==> config.mk <==
export PLATFORM = sky130hd
export DESIGN_NAME = key_to_row_allocator_flat
export DESIGN_NICKNAME = d
export VERILOG_FILES = /design/src/rtl/kta_pkg.sv /design/src/rtl/kta_if.sv /design/src/rtl/kta_row_mem.sv /design/src/rtl/key_to_row_allocator.sv /design/src/flat_wrapper.sv
export SDC_FILE = /design/constraint.sdc
export NUM_CORES = 2
export LEC_CHECK = 0
export ABC_AREA = 1
export ABC_CLOCK_PERIOD_IN_PS = 7960
export BUFFER_PORTS_ARGS = -buffer_cell sky130_fd_sc_hd__clkbuf_2
export CORE_MARGIN = 4
export CORE_UTILIZATION = 30
export DETAILED_ROUTE_END_ITERATION = 16
export HOLD_SLACK_MARGIN = 0.08
export SYNTH_ARGS = -nofsm -noshare
export SYNTH_HDL_FRONTEND = slang
export SYNTH_MEMORY_MAX_BITS = 65536
export SYNTH_SLANG_ARGS = --single-unit
==> constraint.sdc <==
create_clock -name clk -period 7.96 [get_ports clk]
set_input_delay 1.592 -clock clk [delete_from_list [all_inputs] [get_ports clk]]
set_output_delay 1.592 -clock clk [all_outputs]
set_load 0.05 [all_outputs]
==> src/rtl/kta_pkg.sv <==
// Shared types and constants for the key-to-row allocator.
`default_nettype none

package kta_pkg;

  localparam int ROW_CAPACITY_DEF = 64;

  localparam int KEY_W    = 64;
  localparam int ROW_W    = 6;
  localparam int STATUS_W = 3;
  localparam int LIVE_W   = 7;

  typedef enum logic [STATUS_W-1:0] {
    ST_FOUND    = 3'd0,
    ST_REUSED   = 3'd1,
    ST_APPENDED = 3'd2,
    ST_DELETED  = 3'd3,
    ST_ABSENT   = 3'd4,
    ST_FULL     = 3'd5
  } status_t;

  typedef enum logic {
    KIND_INSERT = 1'b0,
    KIND_DELETE = 1'b1
  } kind_t;

  typedef struct packed {
    logic             live;
    logic             freed;
    logic [KEY_W-1:0] key;
  } row_entry_t;

  typedef enum logic [1:0] {
    S_IDLE,
    S_SCAN,
    S_DRAIN,
    S_DECIDE
  } state_t;

endpackage

`default_nettype wire

==> src/rtl/kta_if.sv <==
// Request and response channel interfaces for the key-to-row allocator.
`default_nettype none

interface kta_req_if;
  import kta_pkg::*;

  logic             valid;
  logic             ready;
  logic             kind;
  logic [KEY_W-1:0] key;

  modport source (output valid, output kind, output key, input ready);
  modport sink   (input valid, input kind, input key, output ready);
endinterface

interface kta_rsp_if;
  import kta_pkg::*;

  logic                valid;
  logic                ready;
  logic [ROW_W-1:0]    row_index;
  logic [STATUS_W-1:0] status;
  logic [LIVE_W-1:0]   live_rows;

  modport source (output valid, output row_index, output status, output live_rows,
                  input ready);
  modport sink   (input valid, input row_index, input status, input live_rows,
                  output ready);
endinterface

`default_nettype wire

==> src/rtl/kta_row_mem.sv <==
// Row table memory: key plus live and freed flags, one write and one registered read port.
`default_nettype none

module kta_row_mem #(
  parameter int   DEPTH = kta_pkg::ROW_CAPACITY_DEF,
  localparam int  AW    = $clog2(DEPTH)
) (
  input  logic                clk,
  input  logic                wr_en,
  input  logic [AW-1:0]       wr_addr,
  input  kta_pkg::row_entry_t wr_data,
  input  logic [AW-1:0]       rd_addr,
  output kta_pkg::row_entry_t rd_data
);
  import kta_pkg::*;

  row_entry_t mem [DEPTH];

  always_ff @(posedge clk) begin
    if (wr_en) begin
      mem[wr_addr] <= wr_data;
    end
    rd_data <= mem[rd_addr];
  end

endmodule

`default_nettype wire

==> src/rtl/key_to_row_allocator.sv <==
// Key-to-row allocator top level: sequencer, scan compare and row bookkeeping.
//
//   channel | dir | word                          | accepted when
//   req     | in  | kind, key                     | req.valid && req.ready
//   rsp     | out | row_index, status, live_rows  | rsp.valid && rsp.ready
//
// An item goes from the accept cycle through a scan state, which makes one row
// table read per cycle through the single read port for each appended row, a drain
// state, then a decide state; scan and drain are skipped with no row appended.
// req.ready is high only in idle; decide waits while the previous word is unread, and
// a finished word waits in the output register while the next request is taken.
// Reset clears counters, not rows; rows at or above the append count are never used.
`default_nettype none

module key_to_row_allocator #(
  parameter int ROW_CAPACITY = kta_pkg::ROW_CAPACITY_DEF
) (
  input logic        clk,
  input logic        rst,
  kta_req_if.sink    req,
  kta_rsp_if.source  rsp
);
  import kta_pkg::*;

  localparam int RW = $clog2(ROW_CAPACITY);
  localparam int CW = $clog2(ROW_CAPACITY + 1);

  state_t state, state_next;

  logic             kind_q;
  logic [KEY_W-1:0] key_q;
  logic [RW-1:0]    scan_addr;
  logic             chk_valid;
  logic [RW-1:0]    chk_row;
  logic             hit_found;
  logic [RW-1:0]    hit_row;
  logic             free_found;
  logic [RW-1:0]    free_row;
  logic [CW-1:0]    rows_allocated;
  logic [CW-1:0]    live_count;

  logic             rsp_valid;
  logic [ROW_W-1:0] rsp_row;
  status_t          rsp_status;
  logic [LIVE_W-1:0] rsp_live;

  row_entry_t    rd_data;
  logic          wr_en;
  logic [RW-1:0] wr_addr;
  row_entry_t    wr_data;

  logic          accept;
  logic          scan_last;
  logic          do_decide;
  logic [RW-1:0] res_row;
  status_t       res_status;
  logic          alloc_inc;
  logic [CW-1:0] live_next;
  logic [RW+ROW_W-1:0]  row_ext;
  logic [CW+LIVE_W-1:0] live_ext;

  kta_row_mem #(.DEPTH(ROW_CAPACITY)) u_row_mem (
    .clk     (clk),
    .wr_en   (wr_en),
    .wr_addr (wr_addr),
    .wr_data (wr_data),
    .rd_addr (scan_addr),
    .rd_data (rd_data)
  );

  assign accept    = req.valid && req.ready;
  assign scan_last = (CW'(scan_addr) == rows_allocated - CW'(1));
  assign do_decide = (state == S_DECIDE) && (!rsp_valid || rsp.ready);

  always_ff @(posedge clk) begin
    if (rst) begin
      state <= S_IDLE;
    end else begin
      state <= state_next;
    end
  end

  always_comb begin
    state_next = state;
    req.ready  = 1'b0;
    unique case (state)
      S_IDLE: begin
        req.ready = 1'b1;
        if (req.valid) begin
          state_next = (rows_allocated == '0) ? S_DECIDE : S_SCAN;
        end
      end
      S_SCAN: begin
        if (scan_last) begin
          state_next = S_DRAIN;
        end
      end
      S_DRAIN: begin
        state_next = S_DECIDE;
      end
      S_DECIDE: begin
        if (!rsp_valid || rsp.ready) begin
          state_next = S_IDLE;
        end
      end
      default: begin
        state_next = S_IDLE;
      end
    endcase
  end

  // outcome of the scan, table write and counter updates
  always_comb begin
    wr_en      = 1'b0;
    wr_addr    = rows_allocated[RW-1:0];
    wr_data    = '{live: 1'b1, freed: 1'b0, key: key_q};
    res_row    = '0;
    res_status = ST_FULL;
    alloc_inc  = 1'b0;
    live_next  = live_count;
    if (kind_q == KIND_DELETE) begin
      if (hit_found) begin
        wr_en      = do_decide;
        wr_addr    = hit_row;
        wr_data    = '{live: 1'b0, freed: 1'b1, key: key_q};
        res_row    = hit_row;
        res_status = ST_DELETED;
        live_next  = live_count - CW'(1);
      end else begin
        res_status = ST_ABSENT;
      end
    end else begin
      if (hit_found) begin
        res_row    = hit_row;
        res_status = ST_FOUND;
      end else if (free_found) begin
        wr_en      = do_decide;
        wr_addr    = free_row;
        res_row    = free_row;
        res_status = ST_REUSED;
        live_next  = live_count + CW'(1);
      end else if (rows_allocated < CW'(ROW_CAPACITY)) begin
        wr_en      = do_decide;
        res_row    = rows_allocated[RW-1:0];
        res_status = ST_APPENDED;
        alloc_inc  = 1'b1;
        live_next  = live_count + CW'(1);
      end
    end
  end

  assign row_ext  = (RW + ROW_W)'(res_row);
  assign live_ext = (CW + LIVE_W)'(live_next);

  always_ff @(posedge clk) begin
    if (accept) begin
      kind_q <= req.kind;
      key_q  <= req.key;
    end
    chk_row <= scan_addr;
    if (do_decide) begin
      rsp_row    <= row_ext[ROW_W-1:0];
      rsp_status <= res_status;
      rsp_live   <= live_ext[LIVE_W-1:0];
    end
  end

  always_ff @(posedge clk) begin
    if (rst) begin
      scan_addr      <= '0;
      chk_valid      <= 1'b0;
      hit_found      <= 1'b0;
      hit_row        <= '0;
      free_found     <= 1'b0;
      free_row       <= '0;
      rows_allocated <= '0;
      live_count     <= '0;
      rsp_valid      <= 1'b0;
    end else begin
      chk_valid <= (state == S_SCAN);
      if (accept) begin
        scan_addr  <= '0;
        hit_found  <= 1'b0;
        free_found <= 1'b0;
      end else begin
        if (state == S_SCAN) begin
          scan_addr <= scan_addr + RW'(1);
        end
        if (chk_valid) begin
          if (rd_data.live && (rd_data.key == key_q) && !hit_found) begin
            hit_found <= 1'b1;
            hit_row   <= chk_row;
          end
          if (rd_data.freed && !free_found) begin
            free_found <= 1'b1;
            free_row   <= chk_row;
          end
        end
      end
      if (do_decide) begin
        live_count <= live_next;
        if (alloc_inc) begin
          rows_allocated <= rows_allocated + CW'(1);
        end
        rsp_valid <= 1'b1;
      end else if (rsp.ready) begin
        rsp_valid <= 1'b0;
      end
    end
  end

  assign rsp.valid     = rsp_valid;
  assign rsp.row_index = rsp_row;
  assign rsp.status    = rsp_status;
  assign rsp.live_rows = rsp_live;

`ifndef ASSERT_OFF
  a_live_le_alloc: assert property (@(posedge clk) disable iff (rst)
    live_count <= rows_allocated)
    else $error("live row count exceeds appended rows");

  a_alloc_monotonic: assert property (@(posedge clk) disable iff (rst)
    1'b1 |=> rows_allocated >= $past(rows_allocated))
    else $error("append count went down");

  a_full_only_when_exhausted: assert property (@(posedge clk) disable iff (rst)
    do_decide && (res_status == ST_FULL) |->
      (rows_allocated == CW'(ROW_CAPACITY)) && !free_found)
    else $error("full reported with rows available");

  a_rsp_from_decide: assert property (@(posedge clk) disable iff (rst)
    $rose(rsp_valid) |-> $past(state) == S_DECIDE)
    else $error("response raised outside decide");

  a_no_write_while_scanning: assert property (@(posedge clk) disable iff (rst)
    (state == S_SCAN || state == S_DRAIN) |-> !wr_en)
    else $error("row table written during scan");
`endif

endmodule

`default_nettype wire

==> src/flat_wrapper.sv <==
// flat-port wrapper written by rule: the top's interface ports become plain ports
module key_to_row_allocator_flat import kta_pkg::*;
#(
  parameter int ROW_CAPACITY = kta_pkg::ROW_CAPACITY_DEF
)
  (clk, rst, req_valid, req_kind, req_key, req_ready, rsp_valid, rsp_row_index, rsp_status, rsp_live_rows, rsp_ready);
  kta_req_if req_i ();
  kta_rsp_if rsp_i ();
  input logic clk;
  input logic rst;
  input wire logic [$bits(req_i.valid)-1:0] req_valid;
  input wire logic [$bits(req_i.kind)-1:0] req_kind;
  input wire logic [$bits(req_i.key)-1:0] req_key;
  output wire logic [$bits(req_i.ready)-1:0] req_ready;
  output wire logic [$bits(rsp_i.valid)-1:0] rsp_valid;
  output wire logic [$bits(rsp_i.row_index)-1:0] rsp_row_index;
  output wire logic [$bits(rsp_i.status)-1:0] rsp_status;
  output wire logic [$bits(rsp_i.live_rows)-1:0] rsp_live_rows;
  input wire logic [$bits(rsp_i.ready)-1:0] rsp_ready;
  assign req_i.valid = req_valid;
  assign req_i.kind = req_kind;
  assign req_i.key = req_key;
  assign req_ready = req_i.ready;
  assign rsp_valid = rsp_i.valid;
  assign rsp_row_index = rsp_i.row_index;
  assign rsp_status = rsp_i.status;
  assign rsp_live_rows = rsp_i.live_rows;
  assign rsp_i.ready = rsp_ready;
  key_to_row_allocator #(.ROW_CAPACITY(ROW_CAPACITY)) u_core (.clk(clk), .rst(rst), .req(req_i), .rsp(rsp_i));
endmodule
==> results <==
- The number of global-route vias before repair is about 100k.
- The maximum buffer depth of the clock tree is 4.
- The global-route wire length before repair is 762 mm.
- The initial antenna violation count is 35.
- The largest area contributor in the synthesized netlist is sky130_fd_sc_hd__edfxtp_1.
- Entering global routing, the biggest net connects between 150 and 200 pins.
- STA classifies the critical path startpoint as a flip-flop.
- Overall power consumption after layout is estimated at 56.0 mW.
- The vertical die dimension is approximately 760 um.
- Across the routed clock network, the largest skew measured is about 0.10 ns.
- Tracing the worst setup path back leads to its startpoint at u_core.kind_q.
- Across all register-to-register paths, the minimum setup slack is around 2.8 ns.
- After detailed placement, the total cell area comes to ~180,000 um^2.
- The post-synthesis average cell area is 13.3 um^2.
- After synthesis, the largest area contributor takes up roughly three quarters of total cell area.
- The start-to-end type of the worst setup path is reg2reg.
- Wires add up to approximately 540 mm.
- The die boundary width is roughly 760 um.
- The post-synth design cell area is between 150,000 and 200,000 um^2.
- Dividing the detail-routed via count by the number of cells gives 5.38.
- In the final layout, the share of cells above drive strength 1 is a little over 8%.
- For the final routed database, the setup TNS stands at 0 ns.
- When the netlist entered floorplanning its net count stood at approximately 13,000.
- The arrival time of the worst setup path is roughly 5.7 ns.
- The transition time at the pin with the least slew margin is roughly 1.4 ns.
- The most common cell after layout, fill and taps aside is sky130_fd_sc_hd__edfxtp_1.
- The number of pins with negative max-slew slack in the final report is 0.
- In the routed design, unresolved DRC markers number 0.
- The final-stage net count is 12,900.
- The reg-to-reg critical path startpoint is u_core.kind_q.
- In this run the standard cell core region covers between 500,000 and 600,000 um^2.
- The hold violation total from the final report is 0.
- The starting density of the core is 30.1%.
- Along the worst path, the maximum fanout reaches 24.
- The number of standard-cell rows in the floorplan is around 280.
- The clock period minus final worst setup slack is approximately 5 ns.
- The clock tree synthesis step divided the H-tree into 5 levels.
- After synthesis, the cell types taking the most area are sky130_fd_sc_hd__edfxtp_1 75%, sky130_fd_sc_hd__o21ai_0 6.1%, sky130_fd_sc_hd__nor2_1 5.8%, sky130_fd_sc_hd__o22ai_1 2.0%, sky130_fd_sc_hd__o211ai_1 1.9%.
- The number of distinct standard cells referenced by the synthesized netlist is 33.
- The signed area change from the synthesized netlist to the final layout is 13.9%.
- The clock tree from TritonCTS is done.
- For this run the aggregate overflow at the end of global routing stands at 0.
- The clock sink count is 4,415.
- STA classifies the critical path endpoint as a flip-flop.
- The clock network latency to the later pin of the worst-skew pair is about 1.0 ns.
- Setup repair after global routing left no endpoint under its margin.
- In this run the tightest slew margin relative to its limit is approximately 5.2%.
- The area of the die is just under 600,000 um^2.
- The synthesized design contains ~4,400 register bits.
- In the layout the commonest cells are 4,305 x sky130_fd_sc_hd__edfxtp_1, 2,605 x sky130_fd_sc_hd__nor2_1, 2,090 x sky130_fd_sc_hd__o21ai_0.
- The total number of vias is 112,000.
- The worst reg-to-reg path cell count is 7.
- The hold buffer count at cts is 0.
- The post-CTS repair timing setup buffer count is 0.
- The last element of the critical path is u_core.u_row_mem.mem[25][12].
- Across the VDD grid, the largest voltage drop is between 0.15 and 0.2 mV.
- The worst slack on hold paths is roughly 0.45 ns.
- The final critical-path share of the clock period is approximately 64%.
- The root buffer cell chosen for the clock tree is sky130_fd_sc_hd__clkbuf_16.
- The clock-pin slew on the worst setup and hold paths is ~0.060 ns.
- Summing all non-filler instances in the final layout gives an area of a little under 200,000 um^2.
- The first routing iteration left approximately 16,000 violations.
- The detail route stage leaves a number of antenna-violating nets equal to 0.
- Counting every instance in the synthesized netlist gives between 10,000 and 15,000.
- The power per unit of standard cell area is approximately 290 nW/um^2.
- The critical path required time is between 8 and 9 ns.
- The congestion estimate from routability-driven global placement came to 0.849.
- In this run the count of I/O pins placed on the die edge is a little under 90.
- The sequential share of the synthesized area is between 70 and 80%.
- The final-layout fill cell count is about 55,000.
- The terminus of the critical flop-to-flop path is u_core.u_row_mem.mem[25][12].
- For this run, the detailed router's first-pass iteration total came to 8.
- Max-cap violations in this run came to 0.
- The total setup violations reported at the end of the flow is 0.
- Summed over all nets, the half-perimeter wirelength after detailed placement is 292 mm.
- Dividing the detail-routed wire length by the instance count gives around 26 um.
- TritonCTS created ~430 clock buffers.
- The number of gates resized after CTS was 0.
- Buffers placed on the I/O ports in this run total 86.
- Global routing consumed, over all layers together, between 10% and 20% of the routing resources.
- The number of warnings issued by yosys is 0.
- The path class of the lowest-slack min-delay path is reg2reg.
- The achievable clock frequency is 195 MHz.
- The run finished with clean final reports.
- The leakage power is 61.5 nW.
[logic make-up (layout without fill, tap and decap cells)]
logic type,count (synthesis),count (layout),share of synthesized area [%]
other,0,8,0
xor gates and xnor gates,61,61,0.311
DFF,4415,4415,76.6
adders and majority gates,10,10,0.0729
and+or+nand+nor,3889,3889,9.02
AOI/OAI and AO/OA,3520,3520,11.5
buffers and inverters,1026,1337,2.43
[cell usage after synthesis]
master,n
sky130_fd_sc_hd__nand4_1,69
sky130_fd_sc_hd__ha_1,10
sky130_fd_sc_hd__a21oi_1,235
sky130_fd_sc_hd__xor2_1,22
sky130_fd_sc_hd__o2111ai_1,1
sky130_fd_sc_hd__a211oi_1,1
sky130_fd_sc_hd__o211ai_1,428
sky130_fd_sc_hd__clkbuf_1,655
sky130_fd_sc_hd__a22oi_1,2
sky130_fd_sc_hd__inv_2,4
sky130_fd_sc_hd__o22ai_1,549
sky130_fd_sc_hd__nor3_2,1
sky130_fd_sc_hd__nor3b_1,1
sky130_fd_sc_hd__o31ai_1,1
sky130_fd_sc_hd__a31oi_1,1
sky130_fd_sc_hd__buf_2,132
sky130_fd_sc_hd__inv_1,119
sky130_fd_sc_hd__o21ai_0,2090
sky130_fd_sc_hd__or2_2,1
sky130_fd_sc_hd__clkinv_1,1
sky130_fd_sc_hd__xnor2_1,39
sky130_fd_sc_hd__buf_4,32
sky130_fd_sc_hd__nand3_1,539
sky130_fd_sc_hd__edfxtp_1,4305
sky130_fd_sc_hd__nand2_1,597
sky130_fd_sc_hd__nor3_1,10
sky130_fd_sc_hd__o21ai_1,104
sky130_fd_sc_hd__nor2_1,2670
sky130_fd_sc_hd__buf_6,5
sky130_fd_sc_hd__nor3b_2,1
sky130_fd_sc_hd__dfxtp_1,110
sky130_fd_sc_hd__buf_1,78
sky130_fd_sc_hd__o221ai_1,108
[per-stage QoR]
stage	instances	worst slack (ns)	utilization, %
after floorplan	12900	1.69	-
after global routing	20800	2.71	34.3
final	20800	2.84	34.3
after CTS	20800	3.03	34.3
after global placement	20000	2.08	31.9
after detailed placement	20000	2.23	31.9
[per-layer routing]
metal / global-route usage (%) / up-vias / part of all wire, %
li1: - / 48000 / -
met5: 0 / - / 0.028
met4: 5.80 / 22 / 3.5
met2: 26.9 / 6293 / 44
met3: 3.69 / 909 / 11
met1: 25.2 / 56500 / 41
[flip-flops by register name (all words and copies together) (netlist names), 2 cells and up]
register and count:
u_core.rsp.status 3, u_core.free_row 6, u_core.chk_row 6, u_core.u_row_mem.mem 4224
u_core.hit_row 6, u_core.scan_addr 6, u_core.live_count 7, u_core.rsp.row_index 6
u_core.rows_allocated 7, u_core.state 2, u_core.key_q 64, u_core.u_row_mem.rd_data 66
u_core.rsp.live_rows 7
[worst min-delay path by stage]
stage,from,end,slack [ns],depth (start not counted)
floorplan,u_core.scan_addr[2],u_core.chk_row[2],0.33,0
global placement,u_core.chk_row[2],u_core.free_row[2],0.44,2
detailed placement,u_core.chk_row[2],u_core.free_row[2],0.44,2
CTS,u_core.chk_row[2],u_core.free_row[2],0.45,2
global route,u_core.chk_row[2],u_core.free_row[2],0.48,2
finish,u_core.chk_row[2],u_core.free_row[2],0.45,2
[worst max-delay path: stages (launching register included)]
cell                       delay (ns)
sky130_fd_sc_hd__edfxtp_1        0.53
sky130_fd_sc_hd__inv_1           0.26
sky130_fd_sc_hd__nor2_1          0.19
sky130_fd_sc_hd__a21oi_1         0.11
sky130_fd_sc_hd__o221ai_1        0.98
sky130_fd_sc_hd__nand2_1         0.85
sky130_fd_sc_hd__nor2_4          1.15
sky130_fd_sc_hd__buf_4           0.65
[where the power goes]
part           switching (mW)  total (mW)  internal [mW]
combinational            6.77        8.71           1.95
clock                    8.90        20.2           11.3
sequential              0.273        27.1           26.9
[final cells by class]
cell class,instances,area (um^2),area share (%)
Clock inverter,223,2180,1.12
Sequential cell,4415,131000,67.3
Antenna cell,8,20.0,0.0102
Tap cell,7533,9430,4.82
Inverter,124,526,0.269
Multi-Input combinational cell,7480,36400,18.6
Timing Repair Buffer,419,3710,1.90
Clock buffer,571,11600,5.94
(Power assumes the default switching activity.)
